===== config.mk =====
export PLATFORM = sky130hd
export DESIGN_NAME = bmh_ram
export DESIGN_NICKNAME = d
export VERILOG_FILES = /design/src/hw/rtl/bmh_ram.sv
export SDC_FILE = /design/constraint.sdc
export NUM_CORES = 2
export LEC_CHECK = 0
export BUFFER_PORTS_ARGS = -buffer_cell sky130_fd_sc_hd__buf_2
export CORE_UTILIZATION = 55
export CTS_CLUSTER_DIAMETER = 120
export DETAILED_ROUTE_END_ITERATION = 16
export PLACE_DENSITY = 0.67
export SLEW_MARGIN = 25
export SYNTH_ARGS = -nofsm -noshare
export SYNTH_HDL_FRONTEND = slang
export SYNTH_SLANG_ARGS = --single-unit

===== constraint.sdc =====
create_clock -name clk -period 4.8 [get_ports clk]
set_input_delay 0.72 -clock clk [delete_from_list [all_inputs] [get_ports clk]]
set_output_delay 0.72 -clock clk [all_outputs]
set_load 0.1 [all_outputs]

===== src/hw/rtl/bmh_ram.sv =====
`timescale 1ns / 1ps

// Simple dual-read RAM: one write port, two read ports, registered read data.
module bmh_ram #(
    parameter int WIDTH = 32,
    parameter int DEPTH = 128
) (
    input  logic                     clk,
    input  logic                     we,
    input  logic [$clog2(DEPTH)-1:0] waddr,
    input  logic [WIDTH-1:0]         wdata,
    input  logic [$clog2(DEPTH)-1:0] raddr_a,
    output logic [WIDTH-1:0]         rdata_a,
    input  logic [$clog2(DEPTH)-1:0] raddr_b,
    output logic [WIDTH-1:0]         rdata_b
);

    logic [WIDTH-1:0] mem [DEPTH];

    always_ff @(posedge clk)
    begin
        if (we)
        begin
            mem[waddr] <= wdata;
        end
        rdata_a <= mem[raddr_a];
        rdata_b <= mem[raddr_b];
    end

endmodule


==> impl_metrics.tcl <==
set metrics [dict create \
    drive_gt1_frac 0.4883 \
    required_ns 4.08 \
    crit_chain "buf_2" \
    hpwl_um 349100 \
    seq_power_share 0.495 \
    first_iter_violations 14520 \
    nNetsFinal 8219 \
    regArea_mm2 0.1243 \
    crit_buf_inv 1 \
    synth_top_area_share 0.6516 \
    p_clk_frac 0.415 \
    grt_pass1_wl_um 795400 \
    avgSynthCellArea_um2 24.51 \
    row_count 214 \
    hold_class "input port to flop" \
    synth.distinct_cells 17 \
    drv_cap 0 \
    async_reset_ff_frac 0 \
    critPathLaunchType "flop" \
    postRouteWirelength_um 571500 \
    wirelength_met1_um 199900 \
    clock_skew_ns 0.05982 \
    n_fill_cell 22240 \
    multiInputGateArea_mm2 0.06289 \
    first_global_vias 99750 \
    syn_nets 7756 \
    yosys_warnings 0 \
    die_h_um 587.8 \
    yosys.cell_count.top_type "edfxtp_1" \
    cts_tree "yes" \
    grt.overflow.total 0 \
    grt_max_degree 104 \
    slew_headroom 0.1867 \
    min_period_ns 3.437 \
    wl_met2_um 278300 \
    p_int_w 0.06294 \
    tns_ns 0 \
    final-setup-viol-count 0 \
    design_area_mm2 0.2145 \
    antenna_found_initial 76 \
    rrSetupSlack_ns 2.14 \
    vias_per_cell 7.481 \
    worst-setup-path-type "flop to output port" \
    dieArea_mm2 0.3456 \
    p_switching_w 0.01892 \
    io_pins 119 \
    yosys-top-cells-count "edfxtp_1, mux4_2, clkbuf_1, buf_1, nor2_1" \
    p_per_area_mw_per_mm2 381.6 \
    num_vias 98740 \
    synth_top_area_cell "edfxtp_1" \
    p_leak_nw 65.75 \
    synth_area_leaders "edfxtp_1, mux4_2, clkbuf_1" \
    irDropWorstVdd_mv 0.3661 \
    dr.pass1.iters 6 \
    insertion_delay_ns 0.99 \
    ctsResizeCount 0 \
    clockBufferDepth 4 \
    htreeDepth 5 \
    finalCritPeriodShare 0.7161 \
    critPathMaxFanout 12 \
    grt_usage 0.3338 \
    netSwitchingFraction 0.2311 \
    p_comb_frac 0.090 \
    fmax_mhz 290.9 \
    drv_slew 0 \
    cts_setup_buffers 0 \
    slowest_stage "dfxtp_1" \
    hold_viol 0 \
    netlist_area_mm2 0.1888 \
    ys.flop_type "edfxtp_1" \
    die_width_um 587.8 \
    drc 0 \
    initial_core_util 0.5542 \
    cts_made_buffers 425 \
    cts_hold_buf 0 \
    worst_pin_slew_ns 1.218 \
    detail_route.wl_per_cell_um 43.29 \
    dpl_cell_area_mm2 0.2000 \
    root_buffer "clkbuf_16" \
    ant_nets 0 \
    gp_congestion 0.8460 \
    end_kind "output port" \
    cpPeakStageDelay_ns 1.12 \
    crit_family "flip-flops" \
    synth_edf_count 4096 \
    status "complete, no violations" \
    synth-seq-cells 4160 \
    clk_pin_slew_worst_paths_ns 0.06 \
    numPortBuffers 118 \
    rsz0062_at_grt "false" \
    core_area_mm2 0.3406 \
    clock_sinks 4160 \
    syn2layout_area_growth_pct 13.65 \
    wl_met3_um 68680 \
    ys_seq_area_frac 0.6584 \
    top_layer "met5" \
    arrival_ns 2.72 \
    netlist_instances 7701 \
]
## registers in the layout (all words and copies together) (netlist names)
register	cells
mem	4096
rdata_b	32
rdata_a	32
## worst paths after layout
kind,to,startpoint,depth (start not counted)
worst min-delay path,mem[64][27],wdata[27],1
worst max register to register,rdata_a[26],mem[84][26],4
worst max-delay path,rdata_a[5],rdata_a[5],1
worst min register to register,rdata_a[25],mem[72][25],4
## cell families after synthesis
family / after synthesis / share of synthesized area
DFF: 4160 / 0.6584
buffers and inverters: 619 / 0.01341
and+or+nand+nor: 170 / 0.003692
muxes: 2752 / 0.3245
## through the flow
step                      total power [W]  std cells  hold slack [ns]  worst slack (ns)  utilization
after detailed placement          0.04856      12270            1.144            0.5900       0.5872
final                             0.08187      13200           0.1849             1.363       0.6299
after floorplan                   0.04549       7701           0.8189            0.8413            -
after global placement            0.04848      12270            1.127            0.5908       0.5872
after CTS                         0.08208      13060           0.1169             1.393       0.6289
after global routing              0.08366      13170           0.1653             1.309       0.6297
## metal layers
layer | track usage | vias up
met4 | 0.1345 | 22
met5 | 0 | -
met1 | 0.4541 | 54470
met2 | 0.5262 | 6704
li1 | - | 36450
met3 | 0.08279 | 1099
## worst register-to-register path, cell delays in order, from the launching register on
cell and delay (ns):
edfxtp_1 0.39, mux4_2 0.48, mux4_2 0.60, mux4_2 0.68, mux2_2 0.34
## layout make-up
cell class,count,area share
multi-input cells,2922,0.2932
diodes,138,0.001610
flip-flops and latches,4160,0.5793
clock inverters,280,0.01361
clock buffers,509,0.05261
repair buffers,655,0.03324
well taps,4536,0.02646
## power by group through the flow
stage / sequential [W] / clock [W] / combinational (W)
after floorplan: 0.0417 / 0 / 0.00378
after global placement: 0.0413 / 0 / 0.00721
after detailed placement: 0.0413 / 0 / 0.00728
after CTS: 0.0405 / 0.0343 / 0.00729
after global routing: 0.0405 / 0.0356 / 0.00759
final: 0.0405 / 0.0340 / 0.00734
## cells in the final DEF (no fill, tap or decap), types with 64 or more instances in the layout
master	instances
clkinv_1	97
buf_4	386
clkbuf_1	64
buf_2	73
clkbuf_16	437
nor2_4	119
buf_12	187
dfxtp_1	64
clkinv_2	81
mux4_2	2688
edfxtp_1	4096
diode_2	138
mux2_2	64
(Power assumes the default switching activity.)
